**config.mk**
```make
export PLATFORM = sky130hd
export DESIGN_NAME = josephus_elimination_order
export DESIGN_NICKNAME = d
export VERILOG_FILES = /design/src/hw/rtl/jos_pkg.sv /design/src/hw/rtl/jos_ram.sv /design/src/hw/rtl/jos_mod.sv /design/src/hw/rtl/josephus_elimination_order.sv
export SDC_FILE = /design/constraint.sdc
export NUM_CORES = 1
export LEC_CHECK = 0
export BUFFER_PORTS_ARGS = -buffer_cell sky130_fd_sc_hd__buf_2
export CORE_MARGIN = 2
export CORE_UTILIZATION = 40
export DETAILED_ROUTE_END_ITERATION = 8
export GPL_ROUTABILITY_DRIVEN = 1
export SLEW_MARGIN = 10
export SYNTH_ARGS = -nofsm -noshare
export SYNTH_HDL_FRONTEND = slang
export SYNTH_SLANG_ARGS = --single-unit
```
**constraint.sdc**
```tcl
create_clock -name clk -period 6.9 [get_ports clk]
set_clock_uncertainty 0.05 [all_clocks]
set_input_delay 0 -clock clk [delete_from_list [all_inputs] [get_ports clk]]
set_output_delay 0 -clock clk [all_outputs]
set_load 0.02 [all_outputs]
```
**src/hw/rtl/jos_pkg.sv**
```systemverilog
// jos_pkg: shared widths, defaults and controller states
// for the josephus elimination order block; no dependencies
package jos_pkg;

  localparam int MAX_PEOPLE_DEF = 64;
  localparam int PERSON_W       = 7;
  localparam int STEP_W         = 16;

  typedef enum logic [2:0] {
    ST_IDLE,
    ST_INIT,
    ST_PRIME,
    ST_ADV,
    ST_MODW,
    ST_EMIT
  } state_t;

endpackage

```
**src/hw/rtl/jos_ram.sv**
```systemverilog
// jos_ram: generic single-write, single-read ram with registered read
// read during write to the same address returns the old data; no dependencies
module jos_ram #(
  parameter int WIDTH = 8,
  parameter int DEPTH = 64
) (
  input  logic                     clk,
  input  logic                     we,
  input  logic [$clog2(DEPTH)-1:0] waddr,
  input  logic [WIDTH-1:0]         wdata,
  input  logic [$clog2(DEPTH)-1:0] raddr,
  output logic [WIDTH-1:0]         rdata
);

  logic [WIDTH-1:0] mem [DEPTH];

  always_ff @(posedge clk) begin
    if (we) begin
      mem[waddr] <= wdata;
    end
    rdata <= mem[raddr];
  end

endmodule

```
**src/hw/rtl/jos_mod.sv**
```systemverilog
// jos_mod: bit-serial restoring remainder unit, one dividend bit per cycle
// depends on nothing; divisor must be nonzero
module jos_mod #(
  parameter int DIVIDEND_W = 16,
  parameter int DIVISOR_W  = 7,
  parameter int REM_W      = 6
) (
  input  logic                  clk,
  input  logic                  rst,
  input  logic                  start,
  input  logic [DIVIDEND_W-1:0] dividend,
  input  logic [DIVISOR_W-1:0]  divisor,
  output logic                  done,
  output logic [REM_W-1:0]      remainder
);

  localparam int BIT_W = (DIVIDEND_W > 1) ? $clog2(DIVIDEND_W) : 1;

  logic                  busy;
  logic [BIT_W-1:0]      bit_cnt;
  logic [DIVIDEND_W-1:0] quo;
  logic [DIVISOR_W-1:0]  den;
  logic [DIVISOR_W-1:0]  rem;
  logic [DIVISOR_W:0]    shifted;
  logic [DIVISOR_W:0]    rem_next;

  // shift in the next dividend bit, subtract when it fits
  always_comb begin
    shifted = {rem, quo[DIVIDEND_W-1]};
    if (shifted >= {1'b0, den}) begin
      rem_next = shifted - {1'b0, den};
    end else begin
      rem_next = shifted;
    end
  end

  always_ff @(posedge clk) begin
    if (rst) begin
      busy <= 1'b0;
      done <= 1'b0;
    end else begin
      done <= 1'b0;
      if (start) begin
        busy <= 1'b1;
      end else if (busy && bit_cnt == '0) begin
        busy <= 1'b0;
        done <= 1'b1;
      end
    end
  end

  always_ff @(posedge clk) begin
    if (start) begin
      quo     <= dividend;
      den     <= divisor;
      rem     <= '0;
      bit_cnt <= BIT_W'(DIVIDEND_W - 1);
    end else if (busy) begin
      quo     <= quo << 1;
      rem     <= rem_next[DIVISOR_W-1:0];
      bit_cnt <= bit_cnt - 1'b1;
    end
  end

  assign remainder = rem[REM_W-1:0];

endmodule

```
**src/hw/rtl/josephus_elimination_order.sv**
```systemverilog
// josephus_elimination_order: emits the elimination order of a josephus circle
// operation: builds the successor ram with one entry per person, walks to start_position,
// then per removal takes the step remainder, hops along the ring and emits the word
// one request at a time: the next is taken once the closing word is loaded
// reset (rst, synchronous): controller idle, output word dropped
// depends on jos_pkg, jos_ram, jos_mod
module josephus_elimination_order
  import jos_pkg::*;
#(
  parameter int MAX_PEOPLE = MAX_PEOPLE_DEF
) (
  input  logic                clk,
  input  logic                rst,
  input  logic                in_valid,
  output logic                in_stall,
  input  logic [PERSON_W-1:0] people_count,
  input  logic [STEP_W-1:0]   step_count,
  input  logic [PERSON_W-1:0] start_position,
  output logic                out_valid,
  input  logic                out_stall,
  output logic [PERSON_W-1:0] person,
  output logic                is_survivor,
  output logic                bad_request,
  output logic                last
);

  // index of a person (zero based) and count of people still in the circle
  localparam int IDX_W  = $clog2(MAX_PEOPLE);
  localparam int LEFT_W = $clog2(MAX_PEOPLE + 1);

  state_t state, state_next;

  // request and walk registers
  logic [IDX_W-1:0]  n_m1;        // people_count - 1
  logic [STEP_W-1:0] m_m1;        // step_count - 1
  logic              bad;         // request rejected
  logic [IDX_W-1:0]  init_idx;    // ram build pointer
  logic [IDX_W-1:0]  cur;         // person counted now
  logic [IDX_W-1:0]  prev;        // its predecessor in the circle
  logic [LEFT_W-1:0] left;        // people still in the circle
  logic [IDX_W-1:0]  hops;        // hops still to walk
  logic              walked;      // hops came from the step remainder

  // ram ports
  logic              ram_we;
  logic [IDX_W-1:0]  ram_waddr;
  logic [IDX_W-1:0]  ram_wdata;
  logic [IDX_W-1:0]  ram_raddr;
  logic [IDX_W-1:0]  succ;        // successor of cur once primed

  // remainder unit
  logic              mod_start;
  logic              mod_done;
  logic [IDX_W-1:0]  mod_rem;

  // control decodes
  logic              req_bad;
  logic              take;
  logic              out_free;
  logic              out_load;
  logic              final_word;

  assign take     = in_valid && !in_stall;
  assign out_free = !out_valid || !out_stall;

  // rejection rules for a request
  assign req_bad = (people_count == '0) ||
                   (people_count > PERSON_W'(MAX_PEOPLE)) ||
                   (step_count == '0) ||
                   (start_position == '0) ||
                   (start_position > people_count);

  // a rejected request or the survivor closes the request
  assign final_word = bad || (left == LEFT_W'(1));

  // successor table: entry i holds the zero-based person after person i
  jos_ram #(
    .WIDTH(IDX_W),
    .DEPTH(MAX_PEOPLE)
  ) u_succ_ram (
    .clk  (clk),
    .we   (ram_we),
    .waddr(ram_waddr),
    .wdata(ram_wdata),
    .raddr(ram_raddr),
    .rdata(succ)
  );

  // (step_count - 1) mod people_left gives the hops to the next removal
  jos_mod #(
    .DIVIDEND_W(STEP_W),
    .DIVISOR_W (LEFT_W),
    .REM_W     (IDX_W)
  ) u_mod (
    .clk      (clk),
    .rst      (rst),
    .start    (mod_start),
    .dividend (m_m1),
    .divisor  (left),
    .done     (mod_done),
    .remainder(mod_rem)
  );

  // next state
  always_comb begin
    state_next = state;
    case (state)
      ST_IDLE: begin
        if (take) begin
          state_next = req_bad ? ST_EMIT : ST_INIT;
        end
      end
      ST_INIT: begin
        if (init_idx == n_m1) begin
          state_next = ST_PRIME;
        end
      end
      // wait for the registered ram read of cur, so succ is valid in ST_ADV
      ST_PRIME: state_next = ST_ADV;
      ST_ADV: begin
        if (hops == '0) begin
          if (walked || left == LEFT_W'(1)) begin
            state_next = ST_EMIT;
          end else begin
            state_next = ST_MODW;
          end
        end
      end
      ST_MODW: begin
        if (mod_done) begin
          state_next = ST_ADV;
        end
      end
      ST_EMIT: begin
        if (out_free) begin
          state_next = final_word ? ST_IDLE : ST_PRIME;
        end
      end
      default: state_next = ST_IDLE;
    endcase
  end

  // control outputs
  always_comb begin
    in_stall  = 1'b1;
    ram_we    = 1'b0;
    ram_waddr = init_idx;
    ram_wdata = (init_idx == n_m1) ? '0 : init_idx + 1'b1;
    ram_raddr = cur;
    mod_start = 1'b0;
    out_load  = 1'b0;
    case (state)
      ST_IDLE: in_stall = 1'b0;
      ST_INIT: ram_we = 1'b1;
      ST_PRIME: ;
      ST_ADV: begin
        // chase the pointer one hop per cycle: read the successor of succ
        if (hops != '0) begin
          ram_raddr = succ;
        end else if (!walked && left != LEFT_W'(1)) begin
          mod_start = 1'b1;
        end
      end
      ST_MODW: ;
      ST_EMIT: begin
        if (out_free) begin
          out_load = 1'b1;
          // unlink cur: prev now points past it
          if (!final_word) begin
            ram_we    = 1'b1;
            ram_waddr = prev;
            ram_wdata = succ;
          end
        end
      end
      default: ;
    endcase
  end

  always_ff @(posedge clk) begin
    if (rst) begin
      state <= ST_IDLE;
    end else begin
      state <= state_next;
    end
  end

  // walk datapath
  always_ff @(posedge clk) begin
    case (state)
      ST_IDLE: begin
        if (take) begin
          bad      <= req_bad;
          n_m1     <= IDX_W'(people_count - 1'b1);
          m_m1     <= step_count - 1'b1;
          hops     <= IDX_W'(start_position - 1'b1);
          left     <= LEFT_W'(people_count);
          init_idx <= '0;
        end
      end
      ST_INIT: begin
        init_idx <= init_idx + 1'b1;
        if (init_idx == n_m1) begin
          cur    <= '0;
          prev   <= n_m1;
          walked <= 1'b0;
        end
      end
      ST_ADV: begin
        if (hops != '0) begin
          prev <= cur;
          cur  <= succ;
          hops <= hops - 1'b1;
        end
      end
      ST_MODW: begin
        if (mod_done) begin
          hops   <= mod_rem;
          walked <= 1'b1;
        end
      end
      ST_EMIT: begin
        if (out_free && !final_word) begin
          cur    <= succ;
          left   <= left - 1'b1;
          walked <= 1'b0;
        end
      end
      default: ;
    endcase
  end

  // output word register, lets the next request in while a word waits
  always_ff @(posedge clk) begin
    if (rst) begin
      out_valid <= 1'b0;
    end else if (out_load) begin
      out_valid <= 1'b1;
    end else if (!out_stall) begin
      out_valid <= 1'b0;
    end
  end

  always_ff @(posedge clk) begin
    if (out_load) begin
      person      <= bad ? '0 : PERSON_W'(cur) + 1'b1;
      is_survivor <= !bad && (left == LEFT_W'(1));
      bad_request <= bad;
      last        <= final_word;
    end
  end

endmodule

```
* Word-level counts from Yosys, hierarchy flattened
Memories as Yosys holds them, arrays and structs flattened. A register that Yosys moved wholly into a read port is not among the register bits. Index checks and enable logic that the tools add are counted.
Word-level totals: register bits 105, RAM bits 384, bits of input ports 34, output and inout port bits 12, logic and storage cells 147, memories kept 1
Cells by class: add/subtract/negate cells 9, $lt $le $gt $ge 3, equality and inequality tests 16, multiplexer cells 56, reductions and logical operators 41
Memory list:
- u_succ_ram.mem | words 64, width 6, read ports 1, clocked after Yosys merged registers in 1, wr ports 1, RTL line jos_ram.sv:15 | logic [WIDTH-1:0] mem [DEPTH];
Operators by type and width (count):
- 2-to-1 mux 6 bit | 17
- case mux 6 bit (3 select lines) | 2
- 2-to-1 mux 16 bit | 2
- case mux 6 bit (2 select lines) | 2
- 2-to-1 mux 7 bit | 3
- 2-to-1 mux 1 bit | 19
- 2-to-1 mux 3 bit | 6
- case mux 3 bit (6 select lines) | 1
- subtractor 6 x 1 -> 6 bit (second input constant) | 3
- logical NOT 16 bit | 1
- subtractor 16 x 1 -> 16 bit (second input constant) | 1
- logical NOT 7 bit | 2
- case mux 7 bit (2 select lines) | 1
- inequality test 2 bit (second input constant) | 6
- nonzero test 2 bit | 5
- AND reduction 3 bit | 3
- nonzero test 3 bit | 3
- >= comparator 8 x 7 -> 1 bit | 1
- AND reduction 4 bit | 2
- adder 6 x 1 -> 7 bit (second input constant) | 1
- equality test 7 x 1 -> 1 bit (second input constant) | 1
- > comparator 7 bit | 1
- > comparator 7 bit (second input constant) | 1
- logical OR 1 bit | 7
- other kinds (22) | 34

* Logic depth before layout (Yosys ltp)
depth after elaboration 8, depth in mapped cells 12

* Hierarchy
A second synthesis with hierarchy kept.
Unflattened totals: cells, all modules 1255, area, all modules 21022.7 sq um
Modules (own cells, without submodules):
- jos_ram | instances 1, cells each 720, area each 15225.9 sq um, sequential area each 11651.2 sq um
- josephus_elimination_order | instances 1, cells each 379, area each 3982.6 sq um, sequential area each 2031.9 sq um
- jos_mod | instances 1, cells each 156, area each 1814.2 sq um, sequential area each 950.9 sq um

* Worst setup path before layout
OpenSTA, ideal clock, no wires.
path kind register -> register, from register left[2], to memory u_succ_ram.mem[0][4] (netlist name) (data pin), library setup time 0.720 ns, arrival time 4.490 ns, data required time 6.130 ns, slack 1.640 ns, cell stages (with the launch flop) 9, buffers on the path 3, cells stage by stage edfxtp_1 -> nor4_1 -> and3b_1 -> a211o_1 -> nor2_1 -> buf_2 -> clkbuf_1 -> clkbuf_1 -> o31ai_1
Between the ends: longest elaborated chain between the ends 5
Ends and longest elaborated chain:
- start: declaration | RTL line josephus_elimination_order.sv:40 | logic [LEFT_W-1:0] left;
- start signal: assignment | RTL line josephus_elimination_order.sv:197 | left <= LEFT_W'(people_count);
- start signal: assignment | RTL line josephus_elimination_order.sv:225 | left <= left - 1'b1;
- equality test 7 x 1 -> 1 bit | RTL line josephus_elimination_order.sv:74 | assign final_word = bad || (left == LEFT_W'(1));
- logical OR 1 bit | RTL line josephus_elimination_order.sv:74
- 2-to-1 mux 6 bit | RTL line josephus_elimination_order.sv:169 | if (!final_word) begin
- 2-to-1 mux 6 bit | RTL line josephus_elimination_order.sv:166 | if (out_free) begin
- 2-to-1 mux 6 bit | RTL line josephus_elimination_order.sv:152 | case (state)
- via ram_wdata[4] | RTL line josephus_elimination_order.sv:47 | logic [IDX_W-1:0] ram_wdata;
- end: declaration | RTL line jos_ram.sv:15
The timed path passes the listed nets, and every way through them passes these cells.

* Final worst setup path
from register state[2], to register u_succ_ram.rdata[0] (read register of u_succ_ram.mem)
Between the ends: longest elaborated chain between the ends 2
Ends and longest elaborated chain:
- start: declaration | RTL line josephus_elimination_order.sv:31 | state_t state, state_next;
- start signal: assignment | RTL line josephus_elimination_order.sv:184 | state <= state_next;
- equality test 3 x 2 -> 1 bit | RTL line josephus_elimination_order.sv:152
- 2-to-1 mux 6 bit | RTL line josephus_elimination_order.sv:152
- end: declaration | RTL line jos_ram.sv:12 | output logic [WIDTH-1:0] rdata
No other way between the ends. A chain may end at the register's enable or synchronous reset.

==> run metrics <==
outcome completed; setup TNS 0 ns; clock sinks between 400 and 500; Place WS around 2.8 ns; DR vias/cell 5.461; Seq/Total Area, Yosys between 60% and 70%; Overall Global Routing Usage roughly 20%; Lkg Pwr approximately 8.3 nW; asr flop ratio synth 0%; GRT overflow 0; setup slack after layout 2.787 ns; clk_lat worst skew around 0.61 ns; Fmax 0.2431 GHz; vias in the first global route 13,570; PortBufs 45; layout cells sized above 1 under 10%; largest area contributor in the netlist edfxtp_1; Yosys Warn Count 0; Post-synth EDFFs between 400 and 500; Worst path max stage delay 0.77 ns; Crit path arrival time 4.61 ns; CTS tree done; CTS Root Buffer Type clkbuf_16; Tightest Pin Transition ~1.3 ns; final setup fails 0; ys flop type edfxtp_1; Buf/Inv on CP 1; Initial Utilization between 40% and 50%; Final ANT Viol Nets 0; Crit Path Class register to register; antenna cells 0; RSZ-0062 raised after global routing false; most frequent cell after synthesis edfxtp_1; clk slew on worst S/H paths roughly 0.060 ns; # IOs 46; drt total wl approximately 53,000 um; # rows 84; Synth Cell Area about 21,000 sq um; placer congestion estimate roughly 0.85; CP Cell Sequence nand3b_2 > o21bai_4 > mux2i_4 > buf_4 > a21oi_1 > a32oi_1 > nand4_1 > nand4_1 > mux2_2; area added between synthesis and finish 14.53%; initial antenna violation count 0; CP dominant cell by count nand4_1; Post-CTS Setup Bufs 0; Final period util 59.61%; DIE WIDTH roughly 230 um; area share of the largest cell type after synthesis about two thirds; HPWL Detailed approximately 32,000 um; Max Cap Viol 0; CP Capture Type register; die span in y 233.7 um; DRC Markers 0; Synthesized Nets between 1,500 and 2,000; total power ~9.5 mW; H-tree depth 2; Netlist cell types between 50 and 60; Relative slew margins between 10% and 20%; Commonest cells post-synth edfxtp_1 (472), nand2_1 (448), nand3_1 (113); cell count after synthesis 1,716; CTS buffer count between 50 and 60; Peak VDD IR between 0.4 and 0.5 mV; Avg Inst Size Synth between 10 and 15 sq um; Startpoint Class register; core region area 52,340 sq um; final hold vios 0; CP delay by family, top simple AND/OR/NAND/NOR gates; Worst path slowest cell buf_4; crit path max fanout 96; Final Critical Period between 4 and 5 ns; HP Class primary input to register; post-synthesis register bit count approximately 500; first-pass GRT wire length slightly above 80,000 um; fill count 4,727; largest net degree at the start of global routing 140; ranking of synthesized cells by area edfxtp_1 (67%), nand2_1 (8.0%), nand3_1 (2.7%), dfxtp_1 (2.2%), a32oi_1 (2.0%); Slew Limit Fails 0; post-DR wirelength/cell 20.90 um; Via Count around 14,000; Nets about 1,800; PD cells roughly 390 nW/um^2; die area 54,620 sq um; Critical Path RT 7.40 ns; Pre-antenna DRT Iters 7; CTS Buffer Depth 3; DRT iter0 DRCs roughly 1,500
## where the power goes
| part | internal [mW] | switching [mW] | total, mW | leakage (nW) |
|---|---|---|---|---|
| logic | 0.566 | 1.74 | 2.31 | 2.99 |
| registers | 4.11 | 0.221 | 4.34 | 4.48 |
| clock network | 1.64 | 1.18 | 2.82 | 0.835 |
## per-stage QoR
stage          utilization [%]  instance area, sq um  hold WS (ns)  cells
2_1_floorplan                -                 21110       0.01907   1716
3_3_place_gp             42.00                 21980        0.2033   2375
3_5_place_dp             42.00                 21980        0.2142   2375
4_1_cts                  46.19                 24180      0.007991   2521
5_1_grt                  46.19                 24180       0.04718   2521
6_report                 46.19                 24180       0.03266   2521
## placed cells by master, fill, tap and decap left out, types with 33 or more instances in the layout
| master | count |
|---|---|
| clkbuf_16 | 52 |
| buf_2 | 45 |
| nor2_1 | 106 |
| dlygate4sd3_1 | 48 |
| a32oi_1 | 48 |
| nand2_1 | 448 |
| o21ai_0 | 33 |
| a21oi_1 | 74 |
| nand4_1 | 63 |
| inv_1 | 33 |
| edfxtp_1 | 472 |
| nand3_1 | 113 |
## timing repair
action	in CTS	in global routing
endpoints found under the hold margin	47	0
hold buffers	48	0
resized for setup	0	0
## metal layers
layer | global-route usage (%) | wire length (um) | up-vias | share of wire, %
li1 | - | - | 6393 | -
met1 | 27.40 | 23000 | 6803 | 44
met2 | 31.56 | 24930 | 494 | 47
met3 | 3.503 | 3651 | 77 | 6.9
met4 | 5.222 | 1103 | 0 | 2.1
met5 | 0 | 0 | - | 0
## flip-flops by register name, indices dropped and copies added (netlist names), 3 cells and up
register	cells
cur	6
hops	6
init_idx	6
left	7
m_m1	16
n_m1	6
person	7
prev	6
state	3
u_mod.bit_cnt	4
u_mod.den	7
u_mod.quo	16
u_mod.rem	7
u_succ_ram.mem	384
u_succ_ram.rdata	6
## logic make-up (layout without fill, tap and decap cells)
group / after synthesis / in the layout / synth area share (%)
xor gates and xnor gates: 47 / 47 / 1.950
muxes: 31 / 31 / 1.589
and+or+nand+nor: 799 / 799 / 16.61
DFF: 495 / 495 / 69.33
buffers and inverters: 126 / 243 / 3.005
AOI/OAI and AO/OA: 192 / 192 / 5.940
adders and majority gates: 26 / 26 / 1.577
## final cells by class
| class | count | area [sq um] | share of cell area [%] |
|---|---|---|---|
| Sequential cell | 495 | 14630 | 60.53 |
| Tap cell | 688 | 860.8 | 3.561 |
| Multi-Input combinational cell | 1095 | 5998 | 24.81 |
| Clock inverter | 35 | 351.6 | 1.454 |
| Inverter | 34 | 127.6 | 0.5279 |
| Clock buffer | 63 | 1363 | 5.636 |
| Timing Repair Buffer | 111 | 840.8 | 3.478 |
## path summary, 6_finish.rpt
path | cells past startpoint | end | start | slack (ns)
hold reg to reg | 2 | u_mod.rem[6] | u_mod.rem[6] | 0.42
hold / removal | 2 | is_survivor | out_stall | 0.03
setup reg to reg | 9 | u_succ_ram.rdata[0] | state[2] | 2.79
setup / recovery | 9 | u_succ_ram.rdata[0] | state[2] | 2.79
No activity file was read; power rests on OpenSTA's default activity.
